<file path="config.mk">
export PLATFORM = sky130hd
export DESIGN_NAME = pbp_ctrl
export DESIGN_NICKNAME = d
export VERILOG_FILES = /design/src/rtl/core/perceptron_branch_predictor_unit_assert.svh /design/src/rtl/core/pbp_pkg.sv /design/src/rtl/core/pbp_ctrl.sv
export SDC_FILE = /design/constraint.sdc
export NUM_CORES = 1
export LEC_CHECK = 0
export ABC_CLOCK_PERIOD_IN_PS = 1500
export CAP_MARGIN = 20
export CORE_AREA = 2 2 39 41
export CTS_CLUSTER_SIZE = 10
export DETAILED_ROUTE_END_ITERATION = 16
export DIE_AREA = 0 0 41 43
export DONT_BUFFER_PORTS = 1
export GPL_TIMING_DRIVEN = 0
export PLACE_DENSITY_LB_ADDON = 0.12
export SYNTH_ARGS = -nofsm -noshare
export SYNTH_HDL_FRONTEND = slang
export SYNTH_SLANG_ARGS = --single-unit
</file>
<file path="constraint.sdc">
create_clock -name clock -period 1.5 [get_ports clock]
set_input_delay 0.15 -clock clock [delete_from_list [all_inputs] [get_ports clock]]
set_output_delay 0.15 -clock clock [all_outputs]
set_load 0.005 [all_outputs]
</file>
<file path="src/rtl/core/perceptron_branch_predictor_unit_assert.svh">
// Assertion macros used by the top level of the perceptron predictor RTL
`ifndef PERCEPTRON_BRANCH_PREDICTOR_UNIT_ASSERT_SVH
`define PERCEPTRON_BRANCH_PREDICTOR_UNIT_ASSERT_SVH

// same-cycle implication, checked outside reset
`define PBP_ASSERT_SAME(label, clk, rst, ante, cons) \
   label: assert property (@(posedge clk) disable iff (rst) (ante) |-> (cons)) \
      else $error("pbp assertion failed");

// next-cycle implication, checked outside reset
`define PBP_ASSERT_NEXT(label, clk, rst, ante, cons) \
   label: assert property (@(posedge clk) disable iff (rst) (ante) |=> (cons)) \
      else $error("pbp assertion failed");

`endif

</file>
<file path="src/rtl/core/pbp_pkg.sv">
// Package: types, constants and defaults of the perceptron predictor
`timescale 1ns / 1ps
package pbp_pkg;

   localparam int HISTORY_LENGTH_DEF = 62;
   localparam int ROW_COUNT_DEF      = 1024;

   localparam int PC_W     = 32;
   localparam int WEIGHT_W = 8;
   localparam int SUM_W    = 14;
   localparam int THR_W    = 13;
   // wide enough for 65 weights of magnitude 128
   localparam int ACC_W    = 15;

   localparam int SUM_MAX       = 8191;
   localparam int SUM_MIN       = -8192;
   localparam int WEIGHT_MAX    = 127;
   localparam int WEIGHT_MIN    = -128;
   localparam int THR_RESET     = 133;

   localparam logic REQ_PREDICT = 1'b0;
   localparam logic REQ_UPDATE  = 1'b1;

   typedef enum logic [2:0] {
      ST_CLEAR,
      ST_IDLE,
      ST_ROW,
      ST_STREAM,
      ST_DRAIN,
      ST_FINISH
   } state_type;

   typedef struct packed {
      logic clear;
      logic start;
      logic row_step;
      logic issue;
      logic commit;
   } cmd_type;

   typedef struct packed {
      logic clear_last;
      logic row_done;
      logic issue_last;
      logic need_stream;
   } sts_type;

endpackage

</file>
<file path="src/rtl/core/pbp_ctrl.sv">
// Controller state machine of the perceptron predictor
`timescale 1ns / 1ps
module pbp_ctrl (
   input  logic             clock,
   input  logic             reset,
   input  logic             req_valid,
   output logic             req_ready,
   output logic             rsp_valid,
   input  logic             rsp_ready,
   input  pbp_pkg::sts_type sts,
   output pbp_pkg::cmd_type cmd
);

   pbp_pkg::state_type state_ff, state_in;
   logic               rsp_valid_ff, rsp_valid_in;
   logic               out_free;

   assign out_free = !rsp_valid_ff || rsp_ready;

   always_comb begin
      state_in = state_ff;
      case (state_ff)
         pbp_pkg::ST_CLEAR: begin
            if (sts.clear_last) state_in = pbp_pkg::ST_IDLE;
         end
         pbp_pkg::ST_IDLE: begin
            if (req_valid) state_in = pbp_pkg::ST_ROW;
         end
         pbp_pkg::ST_ROW: begin
            if (sts.row_done) begin
               state_in = sts.need_stream ? pbp_pkg::ST_STREAM : pbp_pkg::ST_FINISH;
            end
         end
         pbp_pkg::ST_STREAM: begin
            if (sts.issue_last) state_in = pbp_pkg::ST_DRAIN;
         end
         pbp_pkg::ST_DRAIN: begin
            state_in = pbp_pkg::ST_FINISH;
         end
         pbp_pkg::ST_FINISH: begin
            if (out_free) state_in = pbp_pkg::ST_IDLE;
         end
         default: begin
            state_in = pbp_pkg::ST_IDLE;
         end
      endcase
   end

   always_comb begin
      cmd       = '0;
      req_ready = 1'b0;
      case (state_ff)
         pbp_pkg::ST_CLEAR: begin
            cmd.clear = 1'b1;
         end
         pbp_pkg::ST_IDLE: begin
            req_ready = 1'b1;
            cmd.start = req_valid;
         end
         pbp_pkg::ST_ROW: begin
            cmd.row_step = 1'b1;
         end
         pbp_pkg::ST_STREAM: begin
            cmd.issue = 1'b1;
         end
         pbp_pkg::ST_FINISH: begin
            cmd.commit = out_free;
         end
         default: begin
            cmd = '0;
         end
      endcase
   end

   always_comb begin
      rsp_valid_in = rsp_valid_ff;
      if (cmd.commit) rsp_valid_in = 1'b1;
      else if (rsp_ready) rsp_valid_in = 1'b0;
   end

   assign rsp_valid = rsp_valid_ff;

   always_ff @(posedge clock) begin
      if (reset) begin
         state_ff     <= pbp_pkg::ST_CLEAR;
         rsp_valid_ff <= 1'b0;
      end else begin
         state_ff     <= state_in;
         rsp_valid_ff <= rsp_valid_in;
      end
   end

endmodule

</file>
==> results.ini, run 1 <==
[grt]
grt_usage_pct = 9.94
grt_pass1_wl_um = 1120
grt-ovfl-total = 0
antenna_found_initial = 0
grt_max_degree = 11
grt_pass1_vias = 279

[die]
initial_utilization_pct = 25.0
design.die.area_um2 = 1760
core_area_um2 = 1380
rows = 14
num_io_pins = 15
die_h_um = 43
die_w_um = 41

[timing]
final.setup_skew_ns = 0.00185
setup_viol = 0
maxSlewHeadroom_pct = 70.1
rsz0062_at_grt = false
fmax_ghz = 0.740
period_share_pct = 90.2
hold_viol = 0
tightest_slew_ns = 0.441
maxSlewViolCount = 0
hold_ws_ns = 0.0205
fin_setup_tns_ns = 0
period_minus_slack_ns = 1.35

[clock_tree]
clock_sinks = 4
cts_resized = 0
cts_buffer_depth = 2
clkTransAtPathRegs_ns = 0.04
holdBufCountCts = 1
cts_max_level = 1
cts_tree = built
cts_made_buffers = 3
post_cts_buffers = 0
cts_root_buf = clkbuf_4
clk_latency_ns = 0.24

[synthesis]
synth_ff_type = dfxtp_1
synth_fp_nets = 47
async_flop_share_pct = 0
synth_area_leaders = dfxtp_1 23%, mux2i_1 8.7%, nor2_1 5.4%
synth_most_common_cell = nor2_1
ys_ff_latch = 4
synth_cells = 39
synth_largest_area_cell = dfxtp_1
syn-cell-area_um2 = 347
synth-edff-count = 0
yosysTopAreaCellShare_pct = 23.1
syn_area_per_cell_um2 = 8.89
ys_types = 24
yosys-top-cells-count = 5 x nor2_1, 4 x dfxtp_1, 3 x mux2i_1, 3 x nor2b_1
yosys_warnings = 0
yosysSeqAreaShare_pct = 23.1

[critical_path]
critPathRequiredTime_ns = 1.35
r2r_start = state_ff[1]
startpoint = state_ff[2]
critPathTopFamily = flip-flops
cp_max_fo = 10
worst-path-buf-inv = 2
cp_slowest_cell = dfxtp_1
start_kind = flop
path_cells = buf_2 -> nand3b_1 -> nor2b_1 -> buf_4
cpPeakStageDelay_ns = 0.38
crit_type = flop to primary output
end_kind = primary output
ff2ff_setup_slack_ns = 0.20
arrival_ns = 1.20

[routing]
dr.pass1.iters = 4
wire_per_inst_um = 13.1
ant_nets = 0
route.vias.total = 275
routed_wl_um = 775
vias_per_cell = 4.66
drtIter0Drc = 3
post-route-drc-count = 0

[final_layout]
drive_gt1_share_pct = 27.9
final_area_um2 = 399
final_util_pct = 28.8
multi_input_area_um2 = 235
diodes = 0
fillers = 151
nets = 53
ff_latch_area_um2 = 80.1
syn2layout_area_growth_pct = 15.2

[worst_hold_path]
hp-start = reset
min_path_type = input pin to flop

[outcome]
status = finished clean

[flow_run]
cap_violations = 0

[placed_design]
place.gp.congestion = 0.708
port_buffers = 0
postPlaceCellArea_um2 = 367
place.detailed.hpwl_um = 584

[power]
peakVddDrop_mv = 0.216
power_leakage_nw = 0.146
power_density_nw_per_um2 = 915

## logic make-up (layout without fill, tap and decap cells)
family / after synthesis / after routing / synth area share [%]
compound gates: 6 / 6 / 13.4
buf+inv: 4 / 8 / 9.02
flops: 4 / 4 / 23.1
mux: 4 / 4 / 11.9
simple gates: 21 / 21 / 42.6
## where the power goes
group	leakage, nW	switching, mW	internal [mW]
Sequential	0.0326	0.00660	0.115
Combinational	0.0994	0.0523	0.0569
Clock	0.0138	0.0452	0.0896
Total	0.146	0.104	0.261
## layout by cell type (no fill, tap or decap), types with 2 or more instances in the layout
cell / count
and2_1: 2
buf_4: 2
clkbuf_4: 3
dfxtp_1: 4
mux2i_1: 3
nand2b_1: 2
nand3b_1: 2
nor2_1: 5
nor2b_1: 3
## stage by stage
step / total power [mW] / setup slack (ns) / std cells
final: 0.365 / 0.148 / 59
after CTS: 0.374 / 0.117 / 59
after detailed placement: 0.230 / 0.217 / 55
after global routing: 0.391 / 0.0739 / 59
after floorplan: 0.214 / 0.334 / 39
after global placement: 0.228 / 0.247 / 55
## sequential cells by signal, summed over array words and instances (netlist names)
signal	flops
rsp_valid	1
state_ff	3
## layer usage
| layer | share of wire (%) | vias up | track usage (%) | wire length (um) |
|---|---|---|---|---|
| met5 | 0 | - | 0 | 0 |
| met4 | 0 | 0 | 8.00 | 0 |
| met3 | 6.3 | 0 | 3.66 | 49 |
| met2 | 47 | 11 | 11.9 | 366 |
| met1 | 46 | 119 | 13.5 | 359 |
| li1 | - | 145 | - | - |
## worst paths after layout
check                 to  cells past startpoint
min          state_ff[2]                      1
max reg2reg  state_ff[1]                      4
max               cmd[0]                      4
min reg2reg    rsp_valid                      2
## layout make-up
type                            count  share of cell area (%)
Clock buffer                        3                    5.64
Sequential cell                     4                    20.1
Tap cell                           16                    5.02
Buffer                              4                    7.84
Timing Repair Buffer                1                    2.51
Multi-Input combinational cell     31                    58.9
Power figures use the tool's default switching activity.
==> inputs of run 2 (changes only) <==
--- a/config.mk
+++ b/config.mk
@@ -5,6 +5,7 @@
 export SDC_FILE = /design/constraint.sdc
 export NUM_CORES = 1
 export LEC_CHECK = 0
+export ABC_AREA = 1
 export ABC_CLOCK_PERIOD_IN_PS = 1500
 export CAP_MARGIN = 20
 export CORE_AREA = 2 2 39 41
@@ -14,6 +15,7 @@
 export DONT_BUFFER_PORTS = 1
 export GPL_TIMING_DRIVEN = 0
 export PLACE_DENSITY_LB_ADDON = 0.12
+export SETUP_SLACK_MARGIN = 0.15
 export SYNTH_ARGS = -nofsm -noshare
 export SYNTH_HDL_FRONTEND = slang
 export SYNTH_SLANG_ARGS = --single-unit
==> results.ini, run 2 <==
[die]
design.die.area_um2 = 1760  ; unchanged
initial_utilization_pct = 24.3  ; was 25.0%
num_io_pins = 15  ; unchanged
die_h_um = 43  ; unchanged
die_w_um = 41  ; unchanged
core_area_um2 = 1380  ; unchanged
rows = 14  ; unchanged

[clock_tree]
post_cts_buffers = 0  ; unchanged
cts_buffer_depth = 2  ; unchanged
cts_root_buf = clkbuf_4  ; unchanged
clkTransAtPathRegs_ns = 0.04  ; about the same
holdBufCountCts = 0  ; was 1
cts_max_level = 1  ; unchanged
cts_tree = built  ; unchanged
clk_latency_ns = 0.23  ; was 0.24 ns
cts_made_buffers = 3  ; unchanged
clock_sinks = 4  ; unchanged

[grt]
grt_pass1_wl_um = 1300  ; was 1120 um
grt_max_degree = 11  ; unchanged
grt_pass1_vias = 314  ; was 279
grt-ovfl-total = 0  ; unchanged
grt_usage_pct = 11.0  ; was 9.94%
antenna_found_initial = 0  ; unchanged

[synthesis]
synth_largest_area_cell = dfxtp_1  ; unchanged
synth-compound-area-share_pct = 8.92  ; was 13.4%
synthSimpleGateAreaFrac_pct = 51.7  ; was 42.6%
syn-cell-area_um2 = 337  ; was 347 um^2
synth_xor_area_share_pct = 0  ; unchanged
synth_cells = 52  ; was 39
async_flop_share_pct = 0  ; unchanged
synth_fp_nets = 60  ; was 47
yosys_warnings = 0  ; unchanged
yosys-top-cells-count = 9 x nand2_1, 8 x nor2_1, 6 x inv_1  ; was 5 x nor2_1, 4 x dfxtp_1, 3 x mux2i_1, 3 x nor2b_1
synth_ff_type = dfxtp_1  ; unchanged
synth_top_family_by_area = simple AND/OR/NAND/NOR gates  ; unchanged
synth_mux_area_share_pct = 0  ; was 11.9%
syn_area_per_cell_um2 = 6.47  ; was 8.89 um^2
synth_most_common_cell = nand2_1  ; was nor2_1
synth-adder-area-share_pct = 0  ; unchanged
synth-edff-count = 0  ; unchanged
yosysSeqAreaShare_pct = 23.8  ; was 23.1%
synth_area_leaders = dfxtp_1 24%, nand2_1 10%, nor2_1 8.9%  ; was dfxtp_1 23%, mux2i_1 8.7%, nor2_1 5.4%
ys_ff_latch = 4  ; unchanged
yosysTopAreaCellShare_pct = 23.8  ; was 23.1%
ys_types = 17  ; was 24

[final_layout]
final_common_cell = nand2_1  ; was nor2_1
largest_reg_flops = 3  ; unchanged
drive_gt1_share_pct = 36.4  ; was 27.9%
nets = 65  ; was 53
syn2layout_area_growth_pct = 16.7  ; was 15.2%
diodes = 0  ; unchanged
final_cell_mix = 9 x nand2_1, 7 x nor2_1, 6 x inv_1, 4 x nor2_2  ; was 5 x nor2_1, 4 x dfxtp_1, 3 x nor2b_1, 3 x mux2i_1, 3 x clkbuf_4
top_register = state_ff  ; unchanged
fillers = 164  ; was 151

[routing]
wire_per_inst_um = 10.5  ; was 13.1 um
route.vias.total = 325  ; was 275
routed_wl_um = 744  ; was 775 um
vias_per_cell = 4.58  ; was 4.66
dr.pass1.iters = 4  ; unchanged
drtIter0Drc = 2  ; was 3
post-route-drc-count = 0  ; unchanged
ant_nets = 0  ; unchanged

[placed_design]
place.gp.congestion = 0.699  ; was 0.708
port_buffers = 0  ; unchanged
place.detailed.hpwl_um = 576  ; was 584 um

[critical_path]
critPathRequiredTime_ns = 1.35  ; about the same
arrival_ns = 1.14  ; was 1.20 ns
ff2ff_setup_slack_ns = 0.33  ; was 0.20 ns
reg2reg_to = state_ff[2]  ; was state_ff[1]
r2r_start = state_ff[1]  ; unchanged
startpoint = state_ff[0]  ; was state_ff[2]
end_kind = primary output  ; unchanged
reg2reg_depth = 8  ; was 4
start_kind = flop  ; unchanged
crit_type = flop to primary output  ; unchanged
cp_max_fo = 7  ; was 10
critPathCapture = cmd[0]  ; unchanged

[flow_run]
cap_violations = 0  ; unchanged

[power]
power_density_nw_per_um2 = 2310  ; was 915 nW/um^2
total_power_mw = 0.909  ; was 0.365 mW
peakVddDrop_mv = 0.789  ; was 0.216 mV
power_leakage_nw = 0.184  ; was 0.146 nW

[timing]
period_minus_slack_ns = 1.29  ; was 1.35 ns
setup_viol = 0  ; unchanged
fmax_ghz = 0.776  ; was 0.740 GHz
maxSlewViolCount = 0  ; unchanged
period_share_pct = 85.9  ; was 90.2%
hold_viol = 0  ; unchanged
tightest_slew_ns = 0.239  ; was 0.441 ns
fin_setup_tns_ns = 0  ; unchanged
maxSlewHeadroom_pct = 83.9  ; was 70.1%
final.setup_skew_ns = 0.00109  ; was 0.00185 ns
rsz0062_at_grt = true  ; was false

[worst_hold_path]
min_path_type = input pin to flop  ; unchanged
hp-start = reset  ; unchanged

[outcome]
status = finished clean  ; unchanged

run 2: kinds of logic (layout without fill, tap and decap cells):
| group | after synthesis | after routing |
|---|---|---|
| compound gates | 5 | 5 |
| buf+inv | 11 | 14 |
| simple gates | 32 | 32 |
| flops | 4 | 4 |
run 2: stage by stage:
| stage | utilization (%) | worst slack (ns) | hold WS, ns | area, um^2 | instances |
|---|---|---|---|---|---|
| 4_1_cts | 27.6 | 0.159 | 0.108 | 382 | 71 |
| 2_1_floorplan | - | 0.414 | 0.329 | 337 | 52 |
| 3_5_place_dp | 25.8 | 0.289 | 0.370 | 357 | 68 |
| 5_1_grt | 28.4 | 0.126 | 0.149 | 393 | 71 |
| 3_3_place_gp | 25.8 | 0.275 | 0.370 | 357 | 68 |
| 6_report | 28.4 | 0.212 | 0.111 | 393 | 71 |
run 2: layout make-up:
type                       count  area, um^2  share of cell area (%)
multi-input combinational     37         215                    54.8
buffer                         2        18.8                    4.78
inverter                       9        33.8                    8.60
tap                           16        20.0                    5.10
sequential                     4        82.6                    21.0
clock buffer                   3        22.5                    5.73
run 2: layer usage:
metal	up-vias	global-route usage, %	routed length [um]	share of wire (%)
met4	0	4.00	0	0
met2	12	13.4	311	42
met1	144	15.1	374	50
li1	169	-	-	-
met5	-	0	0	0
met3	0	7.33	58	7.8
run 2: worst min-delay path by stage:
| stage | slack, ns | end | cells after the start |
|---|---|---|---|
| floorplan | 0.33 | state_ff[0] | 3 |
| global placement | 0.37 | state_ff[0] | 3 |
| detailed placement | 0.37 | state_ff[0] | 3 |
| CTS | 0.11 | state_ff[0] | 3 |
| global route | 0.15 | rsp_valid | 2 |
| finish | 0.11 | state_ff[0] | 3 |
run 2: power by group:
part,internal [mW],switching [mW]
clock,0.0895,0.0445
sequential,0.158,0.0642
combinational,0.203,0.349
total,0.451,0.457
run 2: worst max-delay path: stages (launching register included):
cell and delay (ns):
dfxtp_2 0.39, inv_2 0.10, nor4_4 0.27, buf_4 0.15
run 2: repair_timing:
item | CTS | global route
endpoints found under the setup margin | 1 | 1
pin swaps | 0 | 0
gates resized for setup | 2 | 2
==> inputs of run 3 (changes only) <==
==> constraint.sdc (replaced) <==
create_clock -name clock -period 1.5 [get_ports clock]
set_input_delay 0.15 -clock clock [delete_from_list [all_inputs] [get_ports clock]]
set_output_delay 0.15 -clock clock [all_outputs]
set_load 0.02 [all_outputs]
==> results.ini, run 3 (synthesis gave the netlist of run 2 again) <==
[final_layout]
nets = 68  ; was 65
syn2layout_area_growth_pct = 33.1  ; was 16.7%
final_area_um2 = 448  ; was 393 um^2
top_register = state_ff  ; unchanged
final_common_cell = nand2_1  ; unchanged
final_cell_mix = 9 x nand2_1, 6 x nor2_2, 5 x inv_1  ; was 9 x nand2_1, 7 x nor2_1, 6 x inv_1, 4 x nor2_2
fillers = 165  ; was 164
largest_reg_flops = 3  ; unchanged
drive_gt1_share_pct = 50.0  ; was 36.4%
diodes = 0  ; unchanged

[die]
core_area_um2 = 1380  ; unchanged
num_io_pins = 15  ; unchanged
die_w_um = 41  ; unchanged
die_h_um = 43  ; unchanged
rows = 14  ; unchanged
initial_utilization_pct = 24.3  ; unchanged
design.die.area_um2 = 1760  ; unchanged

[clock_tree]
cts_buffer_depth = 2  ; unchanged
clkTransAtPathRegs_ns = 0.04  ; about the same
cts_root_buf = clkbuf_4  ; unchanged
cts_tree = built  ; unchanged
holdBufCountCts = 0  ; unchanged
clock_sinks = 4  ; unchanged
cts_max_level = 1  ; unchanged
cts_made_buffers = 3  ; unchanged
clk_latency_ns = 0.24  ; was 0.23 ns

[grt]
grt_max_degree = 11  ; unchanged
grt-ovfl-total = 0  ; unchanged
grt_pass1_vias = 329  ; was 314
grt_pass1_wl_um = 1330  ; was 1300 um
grt_usage_pct = 11.1  ; was 11.0%
antenna_found_initial = 0  ; unchanged

[power]
comb_power_share_pct = 65.6  ; was 60.7%
p_sw_share_pct = 53.0  ; was 50.3%
internal_power_mw = 0.524  ; was 0.451 mW
net-switching-power_mw = 0.592  ; was 0.457 mW
power_density_nw_per_um2 = 2490  ; was 2310 nW/um^2
power_leakage_nw = 0.202  ; was 0.184 nW
peakVddDrop_mv = 0.821  ; was 0.789 mV
seqPwrFrac_pct = 22.1  ; was 24.5%
pwr-share-clk_pct = 12.3  ; was 14.8%

[critical_path]
worst-path-buf-inv = 1  ; was 2
r2r_start = state_ff[1]  ; unchanged
cp_slowest_cell = nor3_1  ; was dfxtp_2
cp_max_fo = 10  ; was 7
arrival_ns = 1.16  ; was 1.14 ns
critPathTopFamily = simple AND/OR/NAND/NOR gates  ; was flip-flops
startpoint = state_ff[1]  ; was state_ff[0]
path_cells = buf_6 -> nor3_1  ; was inv_2 -> nor4_4 -> buf_4
end_kind = primary output  ; unchanged
critPathRequiredTime_ns = 1.35  ; about the same
cpPeakStageDelay_ns = 0.48  ; was 0.39 ns
start_kind = flop  ; unchanged
crit_type = flop to primary output  ; unchanged

[timing]
period_share_pct = 87.3  ; was 85.9%
worst_slack_ns = 0.191  ; was 0.212 ns
hold_viol = 0  ; unchanged
fin_setup_tns_ns = 0  ; unchanged
setup_viol = 0  ; unchanged
maxSlewViolCount = 0  ; unchanged
fmax_ghz = 0.764  ; was 0.776 GHz
maxSlewHeadroom_pct = 59.0  ; was 83.9%
final.setup_skew_ns = 0.00191  ; was 0.00109 ns
tightest_slew_ns = 0.610  ; was 0.239 ns
rsz0062_at_grt = true  ; unchanged
period_minus_slack_ns = 1.31  ; was 1.29 ns

[routing]
dr.pass1.iters = 3  ; was 4
drtIter0Drc = 7  ; was 2
route.vias.total = 336  ; was 325
vias_per_cell = 4.54  ; was 4.58
post-route-drc-count = 0  ; unchanged
ant_nets = 0  ; unchanged
routed_wl_um = 785  ; was 744 um
wire_per_inst_um = 10.6  ; was 10.5 um

[placed_design]
pre_cts_ws_ns = 0.155  ; was 0.289 ns
postPlaceCellArea_um2 = 357  ; unchanged
port_buffers = 0  ; unchanged
place.gp.congestion = 0.699  ; unchanged
place.detailed.hpwl_um = 576  ; unchanged

[outcome]
status = finished clean  ; unchanged

[worst_hold_path]
min_path_type = input pin to flop  ; unchanged
hp-start = reset  ; unchanged

[flow_run]
cap_violations = 0  ; unchanged

[run 3: cell types whose count changed in the layout (fill, tap and decap cells not counted)]
cell | before | now
inv_1 | 6 | 5
inv_2 | 3 | 4
nor3_1 | 3 | 2
nor3_4 | 0 | 1
dfxtp_2 | 2 | 0
nor2_4 | 2 | 3
nor2_1 | 7 | 4
buf_4 | 1 | 4
nor2_2 | 4 | 6
dfxtp_4 | 0 | 3
dfxtp_1 | 2 | 1
[run 3: through the flow]
stage          power, mW  instances  hold slack [ns]  utilization, %
6_report            1.12         74            0.106            32.4
5_1_grt             1.22         74            0.135            32.4
4_1_cts             1.00         71            0.108            28.1
3_5_place_dp       0.838         68            0.370            25.8
3_3_place_gp       0.847         68            0.370            25.8
2_1_floorplan      0.750         52            0.329               -
[run 3: worst reg2reg max path: stages (launching register included)]
cell and delay (ns):
dfxtp_1 0.32, buf_6 0.16, nand2_1 0.10, nor2_4 0.19
nand2_1 0.09, nand3_2 0.12, nor2_4 0.05, nor2_1 0.11
nor2_2 0.05
[run 3: cell type report]
| class | count | area (um^2) | area share [%] |
|---|---|---|---|
| well taps | 16 | 20.0 | 4.47 |
| repair buffers | 3 | 22.5 | 5.03 |
| multi-input cells | 37 | 239 | 53.4 |
| inverters | 9 | 33.8 | 7.54 |
| plain buffers | 2 | 18.8 | 4.19 |
| flip-flops and latches | 4 | 91.3 | 20.4 |
| clock buffers | 3 | 22.5 | 5.03 |
[run 3: path summary, 6_finish.rpt]
path | to | slack, ns | cells after the start
worst max-delay path | cmd[4] | 0.19 | 2
worst min-delay path | state_ff[0] | 0.11 | 3
worst max register to register | state_ff[2] | 0.22 | 8
worst min register to register | state_ff[2] | 0.58 | 2
[run 3: timing repair]
item                                    4_1_cts  5_1_grt
buffers inserted                              0        3
gates resized for setup                       4       11
gates cloned                                  0        0
endpoints found under the setup margin        5        7
hold endpoints to repair                      0        0
pin swaps                                     0        2
[run 3: power groups by stage]
| stage | sequential (mW) | combinational, mW | clock, mW |
|---|---|---|---|
| floorplan | 0.204 | 0.546 | 0 |
| global placement | 0.225 | 0.622 | 0 |
| detailed placement | 0.222 | 0.616 | 0 |
| CTS | 0.226 | 0.632 | 0.143 |
| global route | 0.254 | 0.821 | 0.149 |
| finish | 0.247 | 0.732 | 0.137 |
[run 3: metal layers]
metal,vias to the layer above,share of wire [%],global-route usage [%]
met5,-,0,0
met4,0,0,4.00
met3,0,8.8,7.33
met2,13,42,13.8
met1,150,49,15.1
li1,173,-,-
